[src/sv/sts_pkg.sv]
package sts_pkg;

	localparam int unsigned MODE_W              = 2;
	localparam int unsigned IDX_W               = 10;
	localparam int unsigned WORD_W              = 32;
	localparam int unsigned POS_W               = 10;
	localparam int unsigned CFG_LEN_W           = 11;
	localparam int unsigned DEFAULT_TABLE_DEPTH = 1024;

	typedef enum logic [MODE_W-1:0] {
		MODE_STORE  = 2'd0,
		MODE_BINARY = 2'd1,
		MODE_LINEAR = 2'd2
	} mode_t;

	typedef enum logic [1:0] {
		ST_IDLE,
		ST_BIN,
		ST_LIN,
		ST_DONE
	} state_t;

endpackage

[src/sv/sts_if.sv]
interface sts_in_if import sts_pkg::*; ();
	logic                     valid;
	logic                     ready;
	logic [MODE_W-1:0]        mode;
	logic [IDX_W-1:0]         entry_index;
	logic signed [WORD_W-1:0] word_value;

	modport source (output valid, output mode, output entry_index, output word_value,
		input ready);
	modport sink (input valid, input mode, input entry_index, input word_value,
		output ready);
endinterface

interface sts_out_if import sts_pkg::*; ();
	logic             valid;
	logic             ready;
	logic             found;
	logic [POS_W-1:0] position;

	modport source (output valid, output found, output position, input ready);
	modport sink (input valid, input found, input position, output ready);
endinterface

[src/sv/sts_ctrl.sv]
module sts_ctrl import sts_pkg::*; #(
	parameter int unsigned TABLE_DEPTH = DEFAULT_TABLE_DEPTH
) (
	input  logic                             clk,
	input  logic                             arst_n,
	sts_in_if.sink                           query,
	sts_out_if.source                        result,
	input  logic [$clog2(TABLE_DEPTH):0]     used_len,
	output logic                             wr_en,
	output logic [$clog2(TABLE_DEPTH)-1:0]   wr_addr,
	output logic signed [WORD_W-1:0]         wr_data,
	output logic                             rd_en,
	output logic [$clog2(TABLE_DEPTH)-1:0]   rd_addr,
	input  logic signed [WORD_W-1:0]         rd_data
);

	localparam int unsigned AW = $clog2(TABLE_DEPTH);
	localparam int unsigned LW = AW + 1;
	localparam int unsigned SW = AW + 2;
	localparam int unsigned XW = ((AW > IDX_W) ? AW : IDX_W) + 1;
	localparam logic signed [SW-1:0] ONE = SW'(1);

	state_t state_q, state_d;

	logic signed [WORD_W-1:0] key_q;
	logic signed [SW-1:0]     lo_q, hi_q, mid_q;
	logic signed [SW-1:0]     lo_d, hi_d, mid_d;
	logic signed [SW-1:0]     lo_n, hi_n, mid_n, hi_start;
	logic [AW-1:0]            idx_q, idx_d;
	logic                     hit_q, hit_d;
	logic [POS_W-1:0]         hit_pos_q, hit_pos_d;
	logic                     res_valid_q;
	logic                     res_found_q;
	logic [POS_W-1:0]         res_pos_q;
	logic                     accept;
	logic                     slot_free;
	logic [XW-1:0]            idx_ext;
	logic                     eq, lt, gt;

	assign accept    = query.valid && query.ready;
	assign slot_free = !res_valid_q || result.ready;
	assign idx_ext   = XW'(query.entry_index);

	assign eq = (key_q == rd_data);
	assign lt = (key_q < rd_data);
	assign gt = (key_q > rd_data);

	assign hi_start = $signed({1'b0, used_len}) - ONE;
	assign lo_n     = gt ? (mid_q + ONE) : lo_q;
	assign hi_n     = lt ? (mid_q - ONE) : hi_q;
	assign mid_n    = lo_n + ((hi_n - lo_n) >>> 1);

	assign wr_data = query.word_value;
	assign wr_addr = AW'(idx_ext);

	always_comb begin
		state_d     = state_q;
		query.ready = 1'b0;
		wr_en       = 1'b0;
		rd_en       = 1'b0;
		rd_addr     = '0;
		lo_d        = lo_q;
		hi_d        = hi_q;
		mid_d       = mid_q;
		idx_d       = idx_q;
		hit_d       = hit_q;
		hit_pos_d   = hit_pos_q;
		unique case (state_q)
			ST_IDLE: begin
				query.ready = 1'b1;
				if (query.valid) begin
					case (mode_t'(query.mode))
						MODE_STORE: begin
							wr_en = (idx_ext < XW'(TABLE_DEPTH));
						end
						MODE_BINARY: begin
							lo_d      = '0;
							hi_d      = hi_start;
							mid_d     = hi_start >>> 1;
							hit_d     = 1'b0;
							hit_pos_d = '0;
							if (used_len == '0) begin
								state_d = ST_DONE;
							end else begin
								rd_en   = 1'b1;
								rd_addr = mid_d[AW-1:0];
								state_d = ST_BIN;
							end
						end
						MODE_LINEAR: begin
							idx_d     = '0;
							hit_d     = 1'b0;
							hit_pos_d = '0;
							if (used_len == '0) begin
								state_d = ST_DONE;
							end else begin
								rd_en   = 1'b1;
								rd_addr = '0;
								state_d = ST_LIN;
							end
						end
						default: begin
						end
					endcase
				end
			end
			ST_BIN: begin
				if (eq) begin
					hit_d     = 1'b1;
					hit_pos_d = POS_W'(mid_q[AW-1:0]);
					state_d   = ST_DONE;
				end else if (lo_n > hi_n) begin
					state_d = ST_DONE;
				end else begin
					lo_d    = lo_n;
					hi_d    = hi_n;
					mid_d   = mid_n;
					rd_en   = 1'b1;
					rd_addr = mid_n[AW-1:0];
				end
			end
			ST_LIN: begin
				if (eq) begin
					hit_d     = 1'b1;
					hit_pos_d = POS_W'(idx_q);
					state_d   = ST_DONE;
				end else if (LW'(idx_q) + LW'(1) == used_len) begin
					state_d = ST_DONE;
				end else begin
					idx_d   = idx_q + AW'(1);
					rd_en   = 1'b1;
					rd_addr = idx_d;
				end
			end
			ST_DONE: begin
				if (slot_free) begin
					state_d = ST_IDLE;
				end
			end
			default: begin
				state_d = ST_IDLE;
			end
		endcase
	end

	always_ff @(posedge clk or negedge arst_n) begin
		if (!arst_n) begin
			state_q     <= ST_IDLE;
			res_valid_q <= 1'b0;
		end else begin
			state_q <= state_d;
			if (state_q == ST_DONE && slot_free) begin
				res_valid_q <= 1'b1;
			end else if (result.ready) begin
				res_valid_q <= 1'b0;
			end
		end
	end

	always_ff @(posedge clk) begin
		lo_q      <= lo_d;
		hi_q      <= hi_d;
		mid_q     <= mid_d;
		idx_q     <= idx_d;
		hit_q     <= hit_d;
		hit_pos_q <= hit_pos_d;
		if (accept) begin
			key_q <= query.word_value;
		end
		if (state_q == ST_DONE && slot_free) begin
			res_found_q <= hit_q;
			res_pos_q   <= hit_pos_q;
		end
	end

	assign result.valid    = res_valid_q;
	assign result.found    = res_found_q;
	assign result.position = res_pos_q;

`ifndef SYNTHESIS
	a_bin_bounds: assert property (@(posedge clk) disable iff (!arst_n)
		(state_q == ST_BIN) |-> (lo_q <= hi_q))
		else $error("binary search running with crossed bounds");
	a_lin_range: assert property (@(posedge clk) disable iff (!arst_n)
		(state_q == ST_LIN) |-> (LW'(idx_q) < used_len))
		else $error("linear scan beyond used length");
	a_rise_from_done: assert property (@(posedge clk) disable iff (!arst_n)
		$rose(res_valid_q) |-> $past(state_q == ST_DONE))
		else $error("result raised outside completion");
	a_store_idle: assert property (@(posedge clk) disable iff (!arst_n)
		(accept && query.mode == MODE_STORE) |=> (state_q == ST_IDLE))
		else $error("store transfer left idle");
	a_no_read_idle_store: assert property (@(posedge clk) disable iff (!arst_n)
		wr_en |-> !rd_en)
		else $error("table written and read in one cycle");
`endif

endmodule

[src/flat_wrapper.sv]
// flat-port wrapper written by rule: the top's interface ports become plain ports
module sts_ctrl_flat import sts_pkg::*;
#(
	parameter int unsigned TABLE_DEPTH = DEFAULT_TABLE_DEPTH
)
  (clk, arst_n, used_len, wr_en, wr_addr, wr_data, rd_en, rd_addr, rd_data, query_valid, query_mode, query_entry_index, query_word_value, query_ready, result_valid, result_found, result_position, result_ready);
  sts_in_if query_i ();
  sts_out_if result_i ();
  input  logic clk;
  input  logic arst_n;
  input  logic [$clog2(TABLE_DEPTH):0] used_len;
  output logic wr_en;
  output logic [$clog2(TABLE_DEPTH)-1:0] wr_addr;
  output logic signed [WORD_W-1:0] wr_data;
  output logic rd_en;
  output logic [$clog2(TABLE_DEPTH)-1:0] rd_addr;
  input  logic signed [WORD_W-1:0] rd_data;
  input wire logic [$bits(query_i.valid)-1:0] query_valid;
  input wire logic [$bits(query_i.mode)-1:0] query_mode;
  input wire logic [$bits(query_i.entry_index)-1:0] query_entry_index;
  input wire logic [$bits(query_i.word_value)-1:0] query_word_value;
  output wire logic [$bits(query_i.ready)-1:0] query_ready;
  output wire logic [$bits(result_i.valid)-1:0] result_valid;
  output wire logic [$bits(result_i.found)-1:0] result_found;
  output wire logic [$bits(result_i.position)-1:0] result_position;
  input wire logic [$bits(result_i.ready)-1:0] result_ready;
  assign query_i.valid = query_valid;
  assign query_i.mode = query_mode;
  assign query_i.entry_index = query_entry_index;
  assign query_i.word_value = query_word_value;
  assign query_ready = query_i.ready;
  assign result_valid = result_i.valid;
  assign result_found = result_i.found;
  assign result_position = result_i.position;
  assign result_i.ready = result_ready;
  sts_ctrl #(.TABLE_DEPTH(TABLE_DEPTH)) u_core (.clk(clk), .arst_n(arst_n), .query(query_i), .result(result_i), .used_len(used_len), .wr_en(wr_en), .wr_addr(wr_addr), .wr_data(wr_data), .rd_en(rd_en), .rd_addr(rd_addr), .rd_data(rd_data));
endmodule
[config.mk]
export PLATFORM = sky130hd
export DESIGN_NAME = sts_ctrl_flat
export DESIGN_NICKNAME = d
export VERILOG_FILES = /design/src/sv/sts_pkg.sv /design/src/sv/sts_if.sv /design/src/sv/sts_ctrl.sv /design/src/flat_wrapper.sv
export SDC_FILE = /design/constraint.sdc
export NUM_CORES = 1
export LEC_CHECK = 0
export BUFFER_PORTS_ARGS = -buffer_cell sky130_fd_sc_hd__buf_2
export CAP_MARGIN = 20
export CELL_PAD_IN_SITES_DETAIL_PLACEMENT = 0
export CELL_PAD_IN_SITES_GLOBAL_PLACEMENT = 1
export CORE_MARGIN = 8
export CORE_UTILIZATION = 43
export DETAILED_ROUTE_END_ITERATION = 7
export PLACE_DENSITY_LB_ADDON = 0.1
export SLEW_MARGIN = 20
export SYNTH_ARGS = -nofsm -noshare
export SYNTH_HDL_FRONTEND = slang
export SYNTH_SLANG_ARGS = --single-unit
[constraint.sdc]
create_clock -name clk -period 7.95 [get_ports clk]
set_input_delay 0.795 -clock clk [delete_from_list [all_inputs] [get_ports clk]]
set_output_delay 0.795 -clock clk [all_outputs]
set_load 0.01 [all_outputs]
==> flow_summary_export.csv <==
group,metric,value,unit
clocking,clock_path_buffers,2,
clocking,clock_latency,0.36,ns
cells_and_area,areaGrowthSynthToFinish,12.3,%
cells_and_area,diodes,0,
sta,rsz0062_at_grt,"false",
cells_and_area,final_common_cell,"buf_2",
floorplanning,die-area,21900,µm²
clocking,cts_setup_buffers,0,
synth,yosysWarnings,0,
route,drt_iter0_drc,292,
cells_and_area,layout_common_cells,"buf_2 (137), edfxtp_1 (100), nor2_1 (75)",
synth,avgSynthCellArea,9.89,µm²
clocking,cts_tree,"yes",
critical_path,crit_buf_inv,4,
place,portBuffers,137,
global_route,grt_pass1_vias,5686,
global_route,antenna_found_initial,0,
synth,ys_seq_area_share,41.0,%
critical_path,cp-start-kind,"input port",
sta,slew_violations,0,
floorplanning,die_y,148,µm
synth,synth_ff_type,"edfxtp_1",
cells_and_area,n_fill_cell,1647,
critical_path,required,7.15,ns
route,antenna_left,0,
floorplanning,coreArea,17200,µm²
clocking,cts.sinks,103,
synth,synth_edf_count,100,
route,drt-pass1-iter-count,5,
outcome,status,"finished clean",
floorplanning,core.rowCount,48,
global_route,grt_start_max_net_pins,36,
clocking,cts_htree_levels,3,
cells_and_area,drive_gt1_share,22.9,%
place,hpwl,14900,µm
critical_path,critPathTopFamily,"compound AO/OA/AOI/OAI gates",
critical_path,crit_start,"rd_data[17]",
synth,netlist_area,7500,µm²
critical_path,crit_slowest_cell,"fa_1",
clocking,cts_buffers,9,
global_route,track_usage,17.0,%
route,post_drt_wl_per_cell,17.3,µm
critical_path,endpoint,"rd_addr[9]",
synth,synth_seq_cells,103,
clocking,cts_hold_buf,0,
floorplanning,die_w,148,µm
floorplanning,io_pins,158,
synth,ys_async_sr_fraction,2.91,%
sta,relSlewSlack,30.1,%
route,num_vias,5556,
critical_path,cp.depth,27,
route,drc,0,
global_route,grt_pass1_wl,29600,µm
critical_path,r2r-start,"u_core.key_q[19]$_DFFE_PP_",
synth,syn-num-nets,917,
critical_path,slowest_delay,0.51,ns
floorplanning,start_util,43.7,%
run,cap_violations,0,
sta,tightest_slew,1.05,ns
route,finalWirelength,18600,µm
sta,finClkSkew,0.00956,ns
min_path,hp-class,"in2async",
synth,ys_types,66,
critical_path,path_class,"in2out",
place,gp_congestion,0.869,
critical_path,r2r-end,"u_core.mid_q[11]$_DFFE_PP_",
route,vias_per_cell,5.17,
sta,fin_crit_sh,88.4,%
critical_path,cp_common_cell,"a21oi_1",
sta,setup_tns,0,ns
clocking,ctsResizeCount,0,
global_route,grt_overflow,0,
sta,hold_viol,0,
sta,fmax,142,MHz
sta,period_minus_slack,7.03,ns
synth,synthCells,758,
critical_path,critPathArrivalTime,6.23,ns
critical_path,critPathMaxFanout,21,
clocking,clk_pin_slew,0.08,ns
critical_path,r2r_slack,2.28,ns
cells_and_area,nets,1004,
critical_path,end_kind,"output pin",
critical_path,worstRegToRegCells,24,
sta,setup_viol,0,
clocking,cts_root_buf,"clkbuf_16",
sequential cells by signal, summed over array words and instances, names as in the netlist:
register                flops
u_core.state_q              2
u_core.result.position     10
u_core.idx_q               10
u_core.hi_q                12
u_core.hit_q                1
u_core.result.valid         1
u_core.result.found         1
u_core.lo_q                12
u_core.key_q               32
u_core.mid_q               12
u_core.hit_pos_q           10
layer usage:
metal  vias up  GRT usage (%)  wire length, µm
li1       2797              -                -
met1      2559           21.1             8240
met2       181           28.4             8790
met3        19           4.19             1310
met4         0           5.20              259
met5         -              0                0
Yosys cell counts, drive strengths merged (23+ instances only):
master  number  area share [%]
buf         43             4.3
clkbuf      24             1.2
a21oi       47             3.2
o21ai       23             1.5
xnor2       41             4.8
ha          66              11
edfxtp     100              40
nor2        75             3.8
nand2       44             2.2
xor2        24             2.8
inv         71             3.6
final cells by class:
class,count,area [µm²],area share (%)
Inverter,71,267,3.16
Tap cell,225,282,3.34
Sequential cell,103,3080,36.5
Multi-Input combinational cell,517,3760,44.6
Clock inverter,7,81.3,0.965
Timing Repair Buffer,143,731,8.67
Clock buffer,9,225,2.67
worst min-delay path by stage:
stage,endpoint,slack [ns],cells past startpoint,from
finish,u_core.state_q[0]$_DFFE_PN0P_,0.23,1,arst_n
global route,u_core.result.valid$_DFFE_PN0P_,0.22,1,arst_n
CTS,u_core.result.valid$_DFFE_PN0P_,0.22,1,arst_n
detailed placement,u_core.result.position[1]$_DFFE_PP_,0.40,0,u_core.hit_pos_q[1]$_DFFE_PP_
global placement,u_core.result.position[3]$_DFFE_PP_,0.41,0,u_core.hit_pos_q[3]$_DFFE_PP_
floorplan,u_core.result.found$_DFFE_PP_,0.40,0,u_core.hit_q$_DFFE_PP_
worst register-to-register path: stages, from the launching register on:
cell and delay (ns):
edfxtp_1 0.38, ha_1 0.31, a21oi_1 0.14, o21ai_0 0.13, a211oi_1 0.37, and3_1 0.29
a21oi_2 0.08, nand2_1 0.08, buf_4 0.23, mux2i_1 0.24, fa_1 0.51, a21o_1 0.20
a21oi_1 0.21, o21bai_1 0.09, a21oi_1 0.23, o21bai_1 0.10, a21oi_1 0.23, xnor2_1 0.10
ha_1 0.21, or3_1 0.33, o311ai_0 0.34, nand2b_1 0.15, a31oi_1 0.22, xnor3_1 0.25
o21ai_1 0.12
per-stage QoR:
step                      setup WS (ns)  hold slack [ns]  instances  instance area [µm²]  utilization, %
final                             0.922            0.232       1075                 8420            49.0
after global routing              0.349            0.218       1075                 8420            49.0
after CTS                         0.903            0.218       1075                 8420            49.0
after detailed placement          0.959            0.405       1059                 8120            47.3
after global placement             1.06            0.408       1059                 8110            47.2
after floorplan                   0.463            0.400        758                 7500               -
kinds of logic (layout without fill, tap and decap cells):
logic type / count (synthesis) / after routing / share of synthesized area [%]
and+or+nand+nor: 231 / 231 / 15.8
AOI/OAI and AO/OA: 140 / 140 / 13.0
buffers and inverters: 138 / 230 / 9.01
DFF: 103 / 103 / 41.0
adders and majority gates: 70 / 70 / 11.8
xor gates and xnor gates: 66 / 66 / 7.89
muxes: 10 / 10 / 1.42
Power is left out: the tool's default activity adds up to more than one toggle a clock period on the data nets, which glitch-free logic cannot reach.
